**config.mk**
```make
export PLATFORM = sky130hd
export DESIGN_NAME = mesh_provisioning_server_fsm
export DESIGN_NICKNAME = d
export VERILOG_FILES = /design/src/rtl/mpsf_pkg.sv /design/src/rtl/mpsf_decode.sv /design/src/rtl/mesh_provisioning_server_fsm.sv
export SDC_FILE = /design/constraint.sdc
export NUM_CORES = 1
export LEC_CHECK = 0
export ABC_AREA = 1
export BUFFER_PORTS_ARGS = -buffer_cell sky130_fd_sc_hd__clkbuf_2
export CAP_MARGIN = 20
export CORE_AREA = 2 2 63 65
export CTS_BUF_LIST = sky130_fd_sc_hd__clkbuf_4 sky130_fd_sc_hd__clkbuf_8
export CTS_CLUSTER_SIZE = 25
export DETAILED_ROUTE_END_ITERATION = 10
export DIE_AREA = 0 0 65 67
export GPL_ROUTABILITY_DRIVEN = 0
export GPL_TIMING_DRIVEN = 0
export PLACE_DENSITY_LB_ADDON = 0.05
export RECOVER_POWER = 25
export SYNTH_ARGS = -nofsm -noshare
export SYNTH_HDL_FRONTEND = slang
export SYNTH_SLANG_ARGS = --single-unit
export TNS_END_PERCENT = 5
```
**constraint.sdc**
```tcl
create_clock -name i_clk -period 2.3 [get_ports i_clk]
set_input_delay 0 -clock i_clk [delete_from_list [all_inputs] [get_ports i_clk]]
set_output_delay 0 -clock i_clk [all_outputs]
set_load 0.005 [all_outputs]
```
**src/rtl/mpsf_pkg.sv**
```systemverilog
// Shared types, state/event/action codes and transition entry helpers for the provisioning FSM.
package mpsf_pkg;

    localparam int STATE_W  = 5;
    localparam int EVENT_W  = 5;
    localparam int ACTION_W = 5;

    typedef logic [STATE_W-1:0]  t_state;
    typedef logic [EVENT_W-1:0]  t_event;
    typedef logic [ACTION_W-1:0] t_action;

    // States
    localparam t_state ST_IDLE            = 5'd0;
    localparam t_state ST_WAIT_LINK       = 5'd1;
    localparam t_state ST_WAIT_INVITE     = 5'd2;
    localparam t_state ST_SEND_CAPS       = 5'd3;
    localparam t_state ST_WAIT_START      = 5'd4;
    localparam t_state ST_WAIT_PUB_KEY    = 5'd5;
    localparam t_state ST_GEN_PUB_KEY     = 5'd6;
    localparam t_state ST_VALID_PUB_KEY   = 5'd7;
    localparam t_state ST_SEND_PUB_KEY    = 5'd8;
    localparam t_state ST_PREP_OOB        = 5'd9;
    localparam t_state ST_WAIT_INPUT      = 5'd10;
    localparam t_state ST_SEND_INPUT_CPLT = 5'd11;
    localparam t_state ST_WAIT_CONF       = 5'd12;
    localparam t_state ST_CALC_CONF       = 5'd13;
    localparam t_state ST_SEND_CONF       = 5'd14;
    localparam t_state ST_WAIT_RANDOM     = 5'd15;
    localparam t_state ST_CHECK_CONF      = 5'd16;
    localparam t_state ST_CALC_SKEY       = 5'd17;
    localparam t_state ST_SEND_RANDOM     = 5'd18;
    localparam t_state ST_WAIT_DATA       = 5'd19;
    localparam t_state ST_DECRYPT_DATA    = 5'd20;
    localparam t_state ST_SEND_CPLT       = 5'd21;
    localparam t_state ST_LINK_FAILED     = 5'd22;

    // Events
    localparam t_event EV_BEGIN_NO_LINK      = 5'd0;
    localparam t_event EV_BEGIN_LINK_OPEN    = 5'd1;
    localparam t_event EV_LINK_OPENED        = 5'd2;
    localparam t_event EV_LINK_CLOSED_FAIL   = 5'd3;
    localparam t_event EV_LINK_CLOSED_OK     = 5'd4;
    localparam t_event EV_RECV_TIMEOUT       = 5'd5;
    localparam t_event EV_SEND_TIMEOUT       = 5'd6;
    localparam t_event EV_SENT_CAPS          = 5'd7;
    localparam t_event EV_SENT_PUB_KEY       = 5'd8;
    localparam t_event EV_SENT_INPUT_CPLT    = 5'd9;
    localparam t_event EV_SENT_CONF          = 5'd10;
    localparam t_event EV_SENT_RANDOM        = 5'd11;
    localparam t_event EV_SENT_COMPLETE      = 5'd12;
    localparam t_event EV_GOTO_INPUT         = 5'd13;
    localparam t_event EV_GOTO_CONF          = 5'd14;
    localparam t_event EV_INPUT_READY        = 5'd15;
    localparam t_event EV_CONF_READY         = 5'd16;
    localparam t_event EV_CONF_VERIFIED      = 5'd17;
    localparam t_event EV_CONF_FAILED        = 5'd18;
    localparam t_event EV_SKEY_READY         = 5'd19;
    localparam t_event EV_RECV_INVITE        = 5'd20;
    localparam t_event EV_RECV_START         = 5'd21;
    localparam t_event EV_RECV_PUB_KEY       = 5'd22;
    localparam t_event EV_PUB_KEY_VALID      = 5'd23;
    localparam t_event EV_PUB_KEY_INVALID    = 5'd24;
    localparam t_event EV_PUB_KEY_GENERATED  = 5'd25;
    localparam t_event EV_RECV_CONF          = 5'd26;
    localparam t_event EV_RECV_RANDOM        = 5'd27;
    localparam t_event EV_RECV_DATA          = 5'd28;
    localparam t_event EV_DATA_DECRYPTED     = 5'd29;
    localparam t_event EV_DATA_NOT_DECRYPTED = 5'd30;
    localparam t_event EV_RECV_BAD_PDU       = 5'd31;

    // Actions
    localparam t_action ACT_NONE                = 5'd0;
    localparam t_action ACT_LINK_CLOSED         = 5'd1;
    localparam t_action ACT_RECV_TIMEOUT        = 5'd2;
    localparam t_action ACT_SEND_TIMEOUT        = 5'd3;
    localparam t_action ACT_PROV_COMPLETE       = 5'd4;
    localparam t_action ACT_SETUP_NO_LINK       = 5'd5;
    localparam t_action ACT_OPEN_LINK           = 5'd6;
    localparam t_action ACT_SEND_CAPS           = 5'd7;
    localparam t_action ACT_WAIT_START          = 5'd8;
    localparam t_action ACT_RECV_START          = 5'd9;
    localparam t_action ACT_RECV_PUB_KEY        = 5'd10;
    localparam t_action ACT_VALIDATE_PUB_KEY    = 5'd11;
    localparam t_action ACT_SEND_PUB_KEY        = 5'd12;
    localparam t_action ACT_PREP_OOB            = 5'd13;
    localparam t_action ACT_WAIT_INPUT          = 5'd14;
    localparam t_action ACT_SEND_INPUT_CPLT     = 5'd15;
    localparam t_action ACT_WAIT_CONF           = 5'd16;
    localparam t_action ACT_SAVE_CONF           = 5'd17;
    localparam t_action ACT_CALC_CONF           = 5'd18;
    localparam t_action ACT_SEND_CONF           = 5'd19;
    localparam t_action ACT_WAIT_RANDOM         = 5'd20;
    localparam t_action ACT_CHECK_CONF          = 5'd21;
    localparam t_action ACT_CALC_SKEY           = 5'd22;
    localparam t_action ACT_SEND_RANDOM         = 5'd23;
    localparam t_action ACT_WAIT_DATA           = 5'd24;
    localparam t_action ACT_DECRYPT_DATA        = 5'd25;
    localparam t_action ACT_SEND_COMPLETE       = 5'd26;
    localparam t_action ACT_SEND_UNEXPECTED_PDU = 5'd27;
    localparam t_action ACT_PROTOCOL_ERROR      = 5'd28;

    // One table entry: hit, stay (no state change), next state, action
    typedef struct packed {
        logic    hit;
        logic    stay;
        t_state  next;
        t_action act;
    } t_entry;

    // Lookup result from the decoder to the top level
    typedef struct packed {
        logic    matched;
        logic    changed;
        t_action action;
        t_state  next_state;
    } t_lookup;

    localparam t_entry ENTRY_NONE = '{hit: 1'b0, stay: 1'b0, next: ST_IDLE, act: ACT_NONE};

    function automatic t_entry goto_entry(t_state nxt, t_action a);
        t_entry e;
        e = '{hit: 1'b1, stay: 1'b0, next: nxt, act: a};
        return e;
    endfunction

    function automatic t_entry stay_entry(t_action a);
        t_entry e;
        e = '{hit: 1'b1, stay: 1'b1, next: ST_IDLE, act: a};
        return e;
    endfunction

endpackage

```
**src/rtl/mpsf_decode.sv**
```systemverilog
// Transition decode: per-state table first, common table second.
module mpsf_decode (
    input  mpsf_pkg::t_state  i_state,
    input  mpsf_pkg::t_event  i_event,
    output mpsf_pkg::t_lookup o_lookup
);

    mpsf_pkg::t_entry w_st;
    mpsf_pkg::t_entry w_cm;
    mpsf_pkg::t_entry w_sel;

    // Per-state table
    always_comb begin
        w_st = mpsf_pkg::ENTRY_NONE;
        case (i_state)
            mpsf_pkg::ST_IDLE: begin
                case (i_event)
                    mpsf_pkg::EV_BEGIN_NO_LINK:
                        w_st = mpsf_pkg::goto_entry(mpsf_pkg::ST_WAIT_LINK,
                                                    mpsf_pkg::ACT_SETUP_NO_LINK);
                    mpsf_pkg::EV_BEGIN_LINK_OPEN:
                        w_st = mpsf_pkg::goto_entry(mpsf_pkg::ST_WAIT_INVITE,
                                                    mpsf_pkg::ACT_OPEN_LINK);
                    mpsf_pkg::EV_LINK_CLOSED_FAIL:
                        w_st = mpsf_pkg::goto_entry(mpsf_pkg::ST_IDLE, mpsf_pkg::ACT_NONE);
                    mpsf_pkg::EV_LINK_CLOSED_OK:
                        w_st = mpsf_pkg::goto_entry(mpsf_pkg::ST_IDLE, mpsf_pkg::ACT_NONE);
                    default: w_st = mpsf_pkg::ENTRY_NONE;
                endcase
            end
            mpsf_pkg::ST_WAIT_LINK: begin
                case (i_event)
                    mpsf_pkg::EV_BEGIN_LINK_OPEN:
                        w_st = mpsf_pkg::goto_entry(mpsf_pkg::ST_WAIT_INVITE,
                                                    mpsf_pkg::ACT_OPEN_LINK);
                    mpsf_pkg::EV_LINK_OPENED:
                        w_st = mpsf_pkg::goto_entry(mpsf_pkg::ST_WAIT_INVITE,
                                                    mpsf_pkg::ACT_OPEN_LINK);
                    default: w_st = mpsf_pkg::ENTRY_NONE;
                endcase
            end
            mpsf_pkg::ST_WAIT_INVITE: begin
                case (i_event)
                    mpsf_pkg::EV_RECV_INVITE:
                        w_st = mpsf_pkg::goto_entry(mpsf_pkg::ST_SEND_CAPS,
                                                    mpsf_pkg::ACT_SEND_CAPS);
                    default: w_st = mpsf_pkg::ENTRY_NONE;
                endcase
            end
            mpsf_pkg::ST_SEND_CAPS: begin
                case (i_event)
                    mpsf_pkg::EV_SENT_CAPS:
                        w_st = mpsf_pkg::goto_entry(mpsf_pkg::ST_WAIT_START,
                                                    mpsf_pkg::ACT_WAIT_START);
                    mpsf_pkg::EV_RECV_START:
                        w_st = mpsf_pkg::goto_entry(mpsf_pkg::ST_WAIT_PUB_KEY,
                                                    mpsf_pkg::ACT_RECV_START);
                    default: w_st = mpsf_pkg::ENTRY_NONE;
                endcase
            end
            mpsf_pkg::ST_WAIT_START: begin
                case (i_event)
                    mpsf_pkg::EV_RECV_START:
                        w_st = mpsf_pkg::goto_entry(mpsf_pkg::ST_WAIT_PUB_KEY,
                                                    mpsf_pkg::ACT_RECV_START);
                    default: w_st = mpsf_pkg::ENTRY_NONE;
                endcase
            end
            mpsf_pkg::ST_WAIT_PUB_KEY: begin
                case (i_event)
                    mpsf_pkg::EV_RECV_PUB_KEY:
                        w_st = mpsf_pkg::goto_entry(mpsf_pkg::ST_GEN_PUB_KEY,
                                                    mpsf_pkg::ACT_RECV_PUB_KEY);
                    default: w_st = mpsf_pkg::ENTRY_NONE;
                endcase
            end
            mpsf_pkg::ST_GEN_PUB_KEY: begin
                case (i_event)
                    mpsf_pkg::EV_PUB_KEY_GENERATED:
                        w_st = mpsf_pkg::goto_entry(mpsf_pkg::ST_VALID_PUB_KEY,
                                                    mpsf_pkg::ACT_VALIDATE_PUB_KEY);
                    mpsf_pkg::EV_RECV_CONF:
                        w_st = mpsf_pkg::stay_entry(mpsf_pkg::ACT_SAVE_CONF);
                    default: w_st = mpsf_pkg::ENTRY_NONE;
                endcase
            end
            mpsf_pkg::ST_VALID_PUB_KEY: begin
                case (i_event)
                    mpsf_pkg::EV_PUB_KEY_VALID:
                        w_st = mpsf_pkg::goto_entry(mpsf_pkg::ST_SEND_PUB_KEY,
                                                    mpsf_pkg::ACT_SEND_PUB_KEY);
                    mpsf_pkg::EV_RECV_CONF:
                        w_st = mpsf_pkg::stay_entry(mpsf_pkg::ACT_SAVE_CONF);
                    default: w_st = mpsf_pkg::ENTRY_NONE;
                endcase
            end
            mpsf_pkg::ST_SEND_PUB_KEY: begin
                case (i_event)
                    mpsf_pkg::EV_SENT_PUB_KEY:
                        w_st = mpsf_pkg::goto_entry(mpsf_pkg::ST_PREP_OOB,
                                                    mpsf_pkg::ACT_PREP_OOB);
                    mpsf_pkg::EV_RECV_CONF:
                        w_st = mpsf_pkg::goto_entry(mpsf_pkg::ST_CALC_CONF,
                                                    mpsf_pkg::ACT_CALC_CONF);
                    default: w_st = mpsf_pkg::ENTRY_NONE;
                endcase
            end
            mpsf_pkg::ST_PREP_OOB: begin
                case (i_event)
                    mpsf_pkg::EV_GOTO_INPUT:
                        w_st = mpsf_pkg::goto_entry(mpsf_pkg::ST_WAIT_INPUT,
                                                    mpsf_pkg::ACT_WAIT_INPUT);
                    mpsf_pkg::EV_GOTO_CONF:
                        w_st = mpsf_pkg::goto_entry(mpsf_pkg::ST_WAIT_CONF,
                                                    mpsf_pkg::ACT_WAIT_CONF);
                    mpsf_pkg::EV_RECV_CONF:
                        w_st = mpsf_pkg::goto_entry(mpsf_pkg::ST_CALC_CONF,
                                                    mpsf_pkg::ACT_CALC_CONF);
                    default: w_st = mpsf_pkg::ENTRY_NONE;
                endcase
            end
            mpsf_pkg::ST_WAIT_INPUT: begin
                case (i_event)
                    mpsf_pkg::EV_INPUT_READY:
                        w_st = mpsf_pkg::goto_entry(mpsf_pkg::ST_SEND_INPUT_CPLT,
                                                    mpsf_pkg::ACT_SEND_INPUT_CPLT);
                    default: w_st = mpsf_pkg::ENTRY_NONE;
                endcase
            end
            mpsf_pkg::ST_SEND_INPUT_CPLT: begin
                case (i_event)
                    mpsf_pkg::EV_SENT_INPUT_CPLT:
                        w_st = mpsf_pkg::goto_entry(mpsf_pkg::ST_WAIT_CONF,
                                                    mpsf_pkg::ACT_WAIT_CONF);
                    mpsf_pkg::EV_RECV_CONF:
                        w_st = mpsf_pkg::goto_entry(mpsf_pkg::ST_CALC_CONF,
                                                    mpsf_pkg::ACT_CALC_CONF);
                    default: w_st = mpsf_pkg::ENTRY_NONE;
                endcase
            end
            mpsf_pkg::ST_WAIT_CONF: begin
                case (i_event)
                    mpsf_pkg::EV_RECV_CONF:
                        w_st = mpsf_pkg::goto_entry(mpsf_pkg::ST_CALC_CONF,
                                                    mpsf_pkg::ACT_CALC_CONF);
                    default: w_st = mpsf_pkg::ENTRY_NONE;
                endcase
            end
            mpsf_pkg::ST_CALC_CONF: begin
                case (i_event)
                    mpsf_pkg::EV_CONF_READY:
                        w_st = mpsf_pkg::goto_entry(mpsf_pkg::ST_SEND_CONF,
                                                    mpsf_pkg::ACT_SEND_CONF);
                    default: w_st = mpsf_pkg::ENTRY_NONE;
                endcase
            end
            mpsf_pkg::ST_SEND_CONF: begin
                case (i_event)
                    mpsf_pkg::EV_SENT_CONF:
                        w_st = mpsf_pkg::goto_entry(mpsf_pkg::ST_WAIT_RANDOM,
                                                    mpsf_pkg::ACT_WAIT_RANDOM);
                    mpsf_pkg::EV_RECV_RANDOM:
                        w_st = mpsf_pkg::goto_entry(mpsf_pkg::ST_CHECK_CONF,
                                                    mpsf_pkg::ACT_CHECK_CONF);
                    default: w_st = mpsf_pkg::ENTRY_NONE;
                endcase
            end
            mpsf_pkg::ST_WAIT_RANDOM: begin
                case (i_event)
                    mpsf_pkg::EV_RECV_RANDOM:
                        w_st = mpsf_pkg::goto_entry(mpsf_pkg::ST_CHECK_CONF,
                                                    mpsf_pkg::ACT_CHECK_CONF);
                    default: w_st = mpsf_pkg::ENTRY_NONE;
                endcase
            end
            mpsf_pkg::ST_CHECK_CONF: begin
                case (i_event)
                    mpsf_pkg::EV_CONF_VERIFIED:
                        w_st = mpsf_pkg::goto_entry(mpsf_pkg::ST_CALC_SKEY,
                                                    mpsf_pkg::ACT_CALC_SKEY);
                    default: w_st = mpsf_pkg::ENTRY_NONE;
                endcase
            end
            mpsf_pkg::ST_CALC_SKEY: begin
                case (i_event)
                    mpsf_pkg::EV_SKEY_READY:
                        w_st = mpsf_pkg::goto_entry(mpsf_pkg::ST_SEND_RANDOM,
                                                    mpsf_pkg::ACT_SEND_RANDOM);
                    default: w_st = mpsf_pkg::ENTRY_NONE;
                endcase
            end
            mpsf_pkg::ST_SEND_RANDOM: begin
                case (i_event)
                    mpsf_pkg::EV_SENT_RANDOM:
                        w_st = mpsf_pkg::goto_entry(mpsf_pkg::ST_WAIT_DATA,
                                                    mpsf_pkg::ACT_WAIT_DATA);
                    mpsf_pkg::EV_RECV_DATA:
                        w_st = mpsf_pkg::goto_entry(mpsf_pkg::ST_DECRYPT_DATA,
                                                    mpsf_pkg::ACT_DECRYPT_DATA);
                    default: w_st = mpsf_pkg::ENTRY_NONE;
                endcase
            end
            mpsf_pkg::ST_WAIT_DATA: begin
                case (i_event)
                    mpsf_pkg::EV_RECV_DATA:
                        w_st = mpsf_pkg::goto_entry(mpsf_pkg::ST_DECRYPT_DATA,
                                                    mpsf_pkg::ACT_DECRYPT_DATA);
                    default: w_st = mpsf_pkg::ENTRY_NONE;
                endcase
            end
            mpsf_pkg::ST_DECRYPT_DATA: begin
                case (i_event)
                    mpsf_pkg::EV_DATA_DECRYPTED:
                        w_st = mpsf_pkg::goto_entry(mpsf_pkg::ST_SEND_CPLT,
                                                    mpsf_pkg::ACT_SEND_COMPLETE);
                    default: w_st = mpsf_pkg::ENTRY_NONE;
                endcase
            end
            mpsf_pkg::ST_SEND_CPLT: begin
                case (i_event)
                    mpsf_pkg::EV_SENT_COMPLETE,
                    mpsf_pkg::EV_LINK_CLOSED_OK,
                    mpsf_pkg::EV_SEND_TIMEOUT:
                        w_st = mpsf_pkg::goto_entry(mpsf_pkg::ST_IDLE,
                                                    mpsf_pkg::ACT_PROV_COMPLETE);
                    default: w_st = mpsf_pkg::ENTRY_NONE;
                endcase
            end
            mpsf_pkg::ST_LINK_FAILED: begin
                // Absorb further protocol traffic without leaving the failed state
                case (i_event)
                    mpsf_pkg::EV_RECV_BAD_PDU,
                    mpsf_pkg::EV_RECV_INVITE,
                    mpsf_pkg::EV_RECV_START,
                    mpsf_pkg::EV_RECV_PUB_KEY,
                    mpsf_pkg::EV_RECV_CONF,
                    mpsf_pkg::EV_RECV_RANDOM,
                    mpsf_pkg::EV_RECV_DATA,
                    mpsf_pkg::EV_PUB_KEY_INVALID,
                    mpsf_pkg::EV_CONF_FAILED,
                    mpsf_pkg::EV_DATA_NOT_DECRYPTED:
                        w_st = mpsf_pkg::stay_entry(mpsf_pkg::ACT_SEND_UNEXPECTED_PDU);
                    default: w_st = mpsf_pkg::ENTRY_NONE;
                endcase
            end
            default: w_st = mpsf_pkg::ENTRY_NONE;
        endcase
    end

    // Common table, shared by all states
    always_comb begin
        case (i_event)
            mpsf_pkg::EV_LINK_CLOSED_FAIL,
            mpsf_pkg::EV_LINK_CLOSED_OK:
                w_cm = mpsf_pkg::goto_entry(mpsf_pkg::ST_IDLE, mpsf_pkg::ACT_LINK_CLOSED);
            mpsf_pkg::EV_RECV_TIMEOUT:
                w_cm = mpsf_pkg::goto_entry(mpsf_pkg::ST_IDLE, mpsf_pkg::ACT_RECV_TIMEOUT);
            mpsf_pkg::EV_SEND_TIMEOUT:
                w_cm = mpsf_pkg::goto_entry(mpsf_pkg::ST_IDLE, mpsf_pkg::ACT_SEND_TIMEOUT);
            mpsf_pkg::EV_RECV_BAD_PDU,
            mpsf_pkg::EV_RECV_INVITE,
            mpsf_pkg::EV_RECV_START,
            mpsf_pkg::EV_RECV_PUB_KEY,
            mpsf_pkg::EV_RECV_CONF,
            mpsf_pkg::EV_RECV_RANDOM,
            mpsf_pkg::EV_RECV_DATA,
            mpsf_pkg::EV_PUB_KEY_INVALID,
            mpsf_pkg::EV_CONF_FAILED,
            mpsf_pkg::EV_DATA_NOT_DECRYPTED:
                w_cm = mpsf_pkg::goto_entry(mpsf_pkg::ST_LINK_FAILED,
                                            mpsf_pkg::ACT_PROTOCOL_ERROR);
            default: w_cm = mpsf_pkg::ENTRY_NONE;
        endcase
    end

    // State table wins over the common table
    assign w_sel = w_st.hit ? w_st : w_cm;

    assign o_lookup.matched    = w_sel.hit;
    assign o_lookup.action     = w_sel.act;
    assign o_lookup.changed    = w_sel.hit & ~w_sel.stay;
    assign o_lookup.next_state = (w_sel.hit & ~w_sel.stay) ? w_sel.next : i_state;

endmodule

```
**src/rtl/mesh_provisioning_server_fsm.sv**
```systemverilog
// Top level of the provisioning server state machine: input word register, state, result register.
// Each event word is captured in an input register, resolved against the
// current state by a combinational table decode, and the result word and the new state are
// loaded together. A new word is accepted every cycle while the result side
// keeps taking words; the state register feeding the decode is what sets this rate.
// A word passes the input register, then the result register. Reset puts the state at idle.
module mesh_provisioning_server_fsm (
    input  logic                    i_clk,
    input  logic                    i_rst_n,
    input  logic                    i_in_valid,
    output logic                    o_in_ready,
    input  mpsf_pkg::t_event        i_event_code,
    output logic                    o_out_valid,
    input  logic                    i_out_ready,
    output logic                    o_matched,
    output mpsf_pkg::t_action       o_action_code,
    output logic                    o_state_changed,
    output mpsf_pkg::t_state        o_new_state
);

    logic               r_in_valid;
    mpsf_pkg::t_event   r_event;
    mpsf_pkg::t_state   r_state;
    logic               r_out_valid;
    logic               r_matched;
    mpsf_pkg::t_action  r_action;
    logic               r_changed;
    mpsf_pkg::t_state   r_new_state;

    mpsf_pkg::t_lookup  w_lookup;
    mpsf_pkg::t_state   n_state;
    logic               w_out_free;
    logic               w_adv;
    logic               w_in_acc;

    mpsf_decode u_decode (
        .i_state  (r_state),
        .i_event  (r_event),
        .o_lookup (w_lookup)
    );

    assign w_out_free = ~r_out_valid | i_out_ready;
    assign w_adv      = r_in_valid & w_out_free;
    assign o_in_ready = ~r_in_valid | w_out_free;
    assign w_in_acc   = i_in_valid & o_in_ready;
    assign n_state    = w_adv ? w_lookup.next_state : r_state;

    always_ff @(posedge i_clk) begin
        if (!i_rst_n) begin
            r_in_valid  <= 1'b0;
            r_out_valid <= 1'b0;
            r_state     <= mpsf_pkg::ST_IDLE;
        end else begin
            r_state <= n_state;
            if (w_in_acc) begin
                r_in_valid <= 1'b1;
            end else if (w_adv) begin
                r_in_valid <= 1'b0;
            end
            if (w_adv) begin
                r_out_valid <= 1'b1;
            end else if (i_out_ready) begin
                r_out_valid <= 1'b0;
            end
        end
    end

    // Payload registers
    always_ff @(posedge i_clk) begin
        if (w_in_acc) begin
            r_event <= i_event_code;
        end
        if (w_adv) begin
            r_matched   <= w_lookup.matched;
            r_action    <= w_lookup.action;
            r_changed   <= w_lookup.changed;
            r_new_state <= w_lookup.next_state;
        end
    end

    assign o_out_valid     = r_out_valid;
    assign o_matched       = r_matched;
    assign o_action_code   = r_action;
    assign o_state_changed = r_changed;
    assign o_new_state     = r_new_state;

    // The shown result always reflects the state the machine is in now
    a_state_tracks_out: assert property (@(posedge i_clk) disable iff (!i_rst_n)
        r_out_valid |-> (r_state == r_new_state))
        else $error("state register disagrees with reported new state");

    a_nomatch_quiet: assert property (@(posedge i_clk) disable iff (!i_rst_n)
        (r_out_valid && !r_matched) |-> (r_action == mpsf_pkg::ACT_NONE && !r_changed))
        else $error("unmatched event reported an action or state change");

    a_state_range: assert property (@(posedge i_clk) disable iff (!i_rst_n)
        r_state <= mpsf_pkg::ST_LINK_FAILED)
        else $error("state register out of range");

    a_state_holds: assert property (@(posedge i_clk) disable iff (!i_rst_n)
        !w_adv |=> $stable(r_state))
        else $error("state moved without a word being resolved");

endmodule
```
* Word level (Yosys, flattened, before mapping)
Memories as Yosys holds them, arrays and structs flattened. A register that Yosys moved wholly into a read port is not among the register bits. Index checks and enable logic that the tools add are counted.
Cells by class: equal/unequal tests 48, multiplexer cells 31, bitwise operators 8, reductions and logical operators 7
Operator list (number):
- $pmux 12 s23 | 1
- $mux 12 | 14
- $pmux 12 s2 | 7
- $eq 5x5->1 const B | 19
- $eq 5x4->1 const B | 16
- $pmux 12 s3 | 2
- $eq 5x3->1 const B | 7
- $eq 5x2->1 const B | 4
- $mux 5 | 3
- $eq 5x1->1 const B | 2
- $logic_not 5->1 | 2
- $mux 1 | 4
- $reduce_bool 2->1 | 2
- $reduce_or 2->1 | 2
- $and 1x1->1 | 3
- $not 1->1 | 3
- $reduce_or 3->1 | 1
- $or 1x1->1 | 2
Storage, ports and cells: register bits after elaboration 24, bits in read-only memories 480, input bits 9, output and inout port bits 14, word-level logic and storage cells 104, memories kept 2
Memories:
- (no name shown) | depth 32, bits a word 9, read ports 1, clocked after Yosys merged registers in 1, write ports 0, RTL line mpsf_decode.sv:252 | case (i_event)
- (no name shown) | depth 32, bits a word 6, read ports 1, clocked after Yosys merged registers in 1, write ports 0, RTL line mpsf_decode.sv:231 | case (i_event)

* Longest topological paths before layout
depth after elaboration 8, gate-level depth with buffers 17, depth with buffers taken out 16

* Modules after synthesis
From an unflattened synthesis, not the netlist that was laid out.
Second synthesis, totals: cells, all modules 360, area total of the unflattened synthesis 2362.3 µm²
Modules (own cells, without submodules):
- mpsf_decode | times used 1, cells each 298, area each 1514.0 µm², seq. area each 0.0 µm²
- mesh_provisioning_server_fsm | times used 1, cells each 62, area each 848.3 µm², seq. area each 650.6 µm²

* Worst setup path after synthesis
OpenSTA, ideal clock, no wires.
path kind reg2reg, from register r_out_valid (netlist: o_out_valid), to register u_decode.w_cm[11] (netlist name), setup time 0.115 ns, data arrival time 1.734 ns, required time 2.185 ns, setup slack 0.451 ns, stages on the path, launching flop included 11, buffers on the path 0, clock period less this slack 1.849 ns, cells stage by stage dfxtp_1 -> nand3_1 -> nand2_1 -> inv_1 -> o21ai_0 -> ha_1 -> inv_1 -> o21bai_1 -> inv_1 -> nand2_1 -> nand2_1
On the way: cells in the longest elaborated chain, start to end 5
Ends and longest elaborated chain:
- from (decl) | RTL line mesh_provisioning_server_fsm.sv:24 | logic r_out_valid;
- from (signal assigned) | RTL line mesh_provisioning_server_fsm.sv:51 | r_out_valid <= 1'b0;
- from (signal assigned) | RTL line mesh_provisioning_server_fsm.sv:61 | r_out_valid <= 1'b1;
- from (signal assigned) | RTL line mesh_provisioning_server_fsm.sv:63 | r_out_valid <= 1'b0;
- $not 1->1 | RTL line mesh_provisioning_server_fsm.sv:42 | assign w_out_free = ~r_out_valid | i_out_ready;
- $or 1x1->1 | RTL line mesh_provisioning_server_fsm.sv:42
- $or 1x1->1 | RTL line mesh_provisioning_server_fsm.sv:44 | assign o_in_ready = ~r_in_valid | w_out_free;
- via o_in_ready | RTL line mesh_provisioning_server_fsm.sv:11 | output logic o_in_ready,
- $and 1x1->1 | RTL line mesh_provisioning_server_fsm.sv:45 | assign w_in_acc = i_in_valid & o_in_ready;
- via w_in_acc | RTL line mesh_provisioning_server_fsm.sv:34 | logic w_in_acc;
- $mux 5 (no line)
The timed path passes the listed nets, and every way through them passes these cells. A chain may end at the register's enable or synchronous reset.

==> results.yml <==
run_status:
  status: "finished, final reports clean"
logic_synthesis:
  synth-seq-cells: 29
  synth_area_leader_cell: "edfxtp_1"
  synthXorXnorAreaFrac_pct: 0
  synth_edf_count: 17
  synth_fp_nets: 351
  synth-simple-area-share_pct: 49.4
  synthAdderAreaFrac_pct: 1.75
  synth_compound_area_share_pct: 5.95
  syn_avg_cell_area_um2: 6.33
  synth_top_family_by_area: "simple AND/OR/NAND/NOR gates"
  synth_area_leaders: "edfxtp_1 (24%), nand2_1 (18%), nor2_1 (11%)"
  syn_inst: 339
  yosysUniqueCellTypes: 24
  yosysTopAreaCellShare_pct: 23.8
  synth-main-ff-cell: "edfxtp_1"
  synth_most_common_cell: "nand2_1"
  yosysSeqAreaShare_pct: 35.0
  synth_warnings: 0
  syn_area_um2: 2140
  synthMuxAreaShare_pct: 0
  synthArstFlopShare_pct: 0
  synth_commonest_cells: "nand2_1 (100), nor2_1 (65), nand3_1 (40), inv_1 (33), edfxtp_1 (17)"
route:
  vias_per_cell: 5.52
  dr.first_iter.drc_count: 273
  drc_errors: 0
  ant_nets: 0
  vias: 2335
  first_pass_iters: 5
  wl_per_cell_um: 13.4
  wl_um: 5660
worst_setup_path:
  cp-end-kind: "flip-flop"
  worstPathArrival_ns: 2.17
  crit_required_ns: 2.34
  path_max_fanout: 6
  start_kind: "flip-flop"
  crit_type: "flip-flop to flip-flop"
layout:
  area_delta_synth_final_pct: 17.0
  nFillCells: 308
  fin_util_pct: 69.6
  antenna_cells: 0
  final_nets: 386
  fin_cells: 423
  drive_gt1_share_pct: 15.2
global_route:
  first_global_vias: 2118
  grt_pass1_wl_um: 9450
  grt_overflow_total: 0
  antenna_found_initial: 0
  grt_max_degree: 18
  grt_usage_pct: 28.7
cts:
  worstSkewPairLatency_ns: 0.29
  cts_sinks: 29
  cts-root-buf: "clkbuf_8"
  clockBufferDepth: 2
  cts_tree: "done"
  clk_pin_slew_ns: 0.07
  cts_buffers: 5
  post_cts_buffers: 0
  h-tree-depth: 2
floorplan:
  die_w_um: 65
  core_um2: 3610
  start_util_pct: 59.5
  dieArea_um2: 4360
  die_y_um: 67
  fp-row-count: 22
  io_pins: 23
timing:
  worstMarginPinSlew_ns: 0.602
  fmax_mhz: 471
  max_slew_margin_pct: 59.8
  timing.final.hold_violations: 0
  skew_ns: 0.00650
  rsz0062_at_grt: "true"
  fin_crit_sh_pct: 92.4
  setup_viol: 0
  report.final.slew_viol_count: 0
  whs_ns: 0.0629
  setup_tns_ns: 0
  fin_crit_ns: 2.13
place:
  place_inst: 409
  io_buffers: 22
  dp_hpwl_um: 4330
power_and_ir_drop:
  vdd_ir_drop_max_v: 0.000432
  sequentialPowerShare_pct: 42.8
  pwr-share-comb_pct: 19.1
  power.switching_uw: 421
  leakage_uw: 0.00131
  p_per_area_nw_per_um2: 584
  swShare_pct: 28.7
  pwr-share-clk_pct: 38.1
  internal-power_uw: 1040
run:
  cap_violations: 0
hold_path:
  hp-class: "primary input to flip-flop"
[sequential cells by signal, summed over array words and instances, names as in the netlist, named ones only]
name and count:
o_action_code 5, o_matched 1, o_new_state 5, o_out_valid 1, o_state_changed 1, r_event 5, r_in_valid 1, r_state 5
u_decode.w_cm 4
[logic make-up (layout without fill, tap and decap cells)]
group,after synthesis,in the layout
buf+inv,44,80
simple gates,239,239
fa+ha+maj,3,3
compound gates,24,24
flops,29,29
[per-stage QoR]
step,total power (uW),setup WS [ns],instance area (um^2)
finish,1470,0.175,2510
global route,1530,-0.0458,2510
CTS,1450,0.118,2490
detailed placement,898,0.0713,2310
global placement,893,0.184,2310
floorplan,820,0.451,2140
[routing by layer]
layer | routed length (um) | up-vias | global-route usage, %
li1 | - | 1169 | -
met1 | 2370 | 1037 | 34.6
met2 | 2660 | 112 | 48.5
met3 | 462 | 17 | 6.42
met4 | 166 | 0 | 13.8
met5 | 0 | - | 0
[power groups by stage]
stage / sequential, uW / clock [uW] / combinational (uW)
after floorplan: 632 / 0 / 188
after global placement: 635 / 0 / 258
after detailed placement: 636 / 0 / 262
after CTS: 625 / 555 / 274
after global routing: 632 / 579 / 317
final: 627 / 558 / 281
[layout make-up]
type | count | area [um^2] | area share (%)
clock buffers | 6 | 82.6 | 3.29
inverters | 41 | 154 | 6.13
plain buffers | 3 | 17.5 | 0.698
repair buffers | 28 | 163 | 6.48
well taps | 48 | 60.1 | 2.39
flip-flops and latches | 29 | 751 | 29.9
clock inverters | 2 | 36.3 | 1.45
multi-input cells | 266 | 1250 | 49.7
[path summary, 6_finish.rpt]
check	from	to	slack, ns	depth (start not counted)
setup / recovery	r_event[1]	o_new_state[1]	0.17	14
hold / removal	i_rst_n	o_out_valid	0.06	3
setup reg to reg	r_event[1]	o_new_state[1]	0.17	14
hold reg to reg	o_out_valid	o_out_valid	0.51	2
[placed cells by master (no fill, tap or decap), types with 6 or more instances in the layout]
cell type and instances:
a21oi_1 8, o21ai_0 12, dlygate4sd3_1 6, nand3_1 39, clkbuf_2 16, clkbuf_1 6, nor3_1 10, dfxtp_1 12
inv_1 32, clkbuf_8 6, nor2_1 61, nand2_1 99, edfxtp_1 17, inv_2 9, nand3_2 6
[repair_timing]
action | 4_1_cts | 5_1_grt
endpoints found under the setup margin | 3 | 15
endpoints found under the hold margin | 6 | 0
hold buffers | 6 | 0
gates resized for setup | 1 | 9
[worst max-delay path, stage by stage, from the launching register on]
cell      delay (ns)
edfxtp_1        0.49
inv_2           0.14
nor2_2          0.07
nand2_1         0.13
nand2_1         0.09
nand2_1         0.08
nor2_1          0.05
nor2_1          0.09
nand2_1         0.12
nor2_4          0.17
nand2_2         0.10
nand2_4         0.11
nand2_4         0.06
nand2_1         0.11
nand2_1         0.06
No activity file was read; power rests on OpenSTA's default activity.
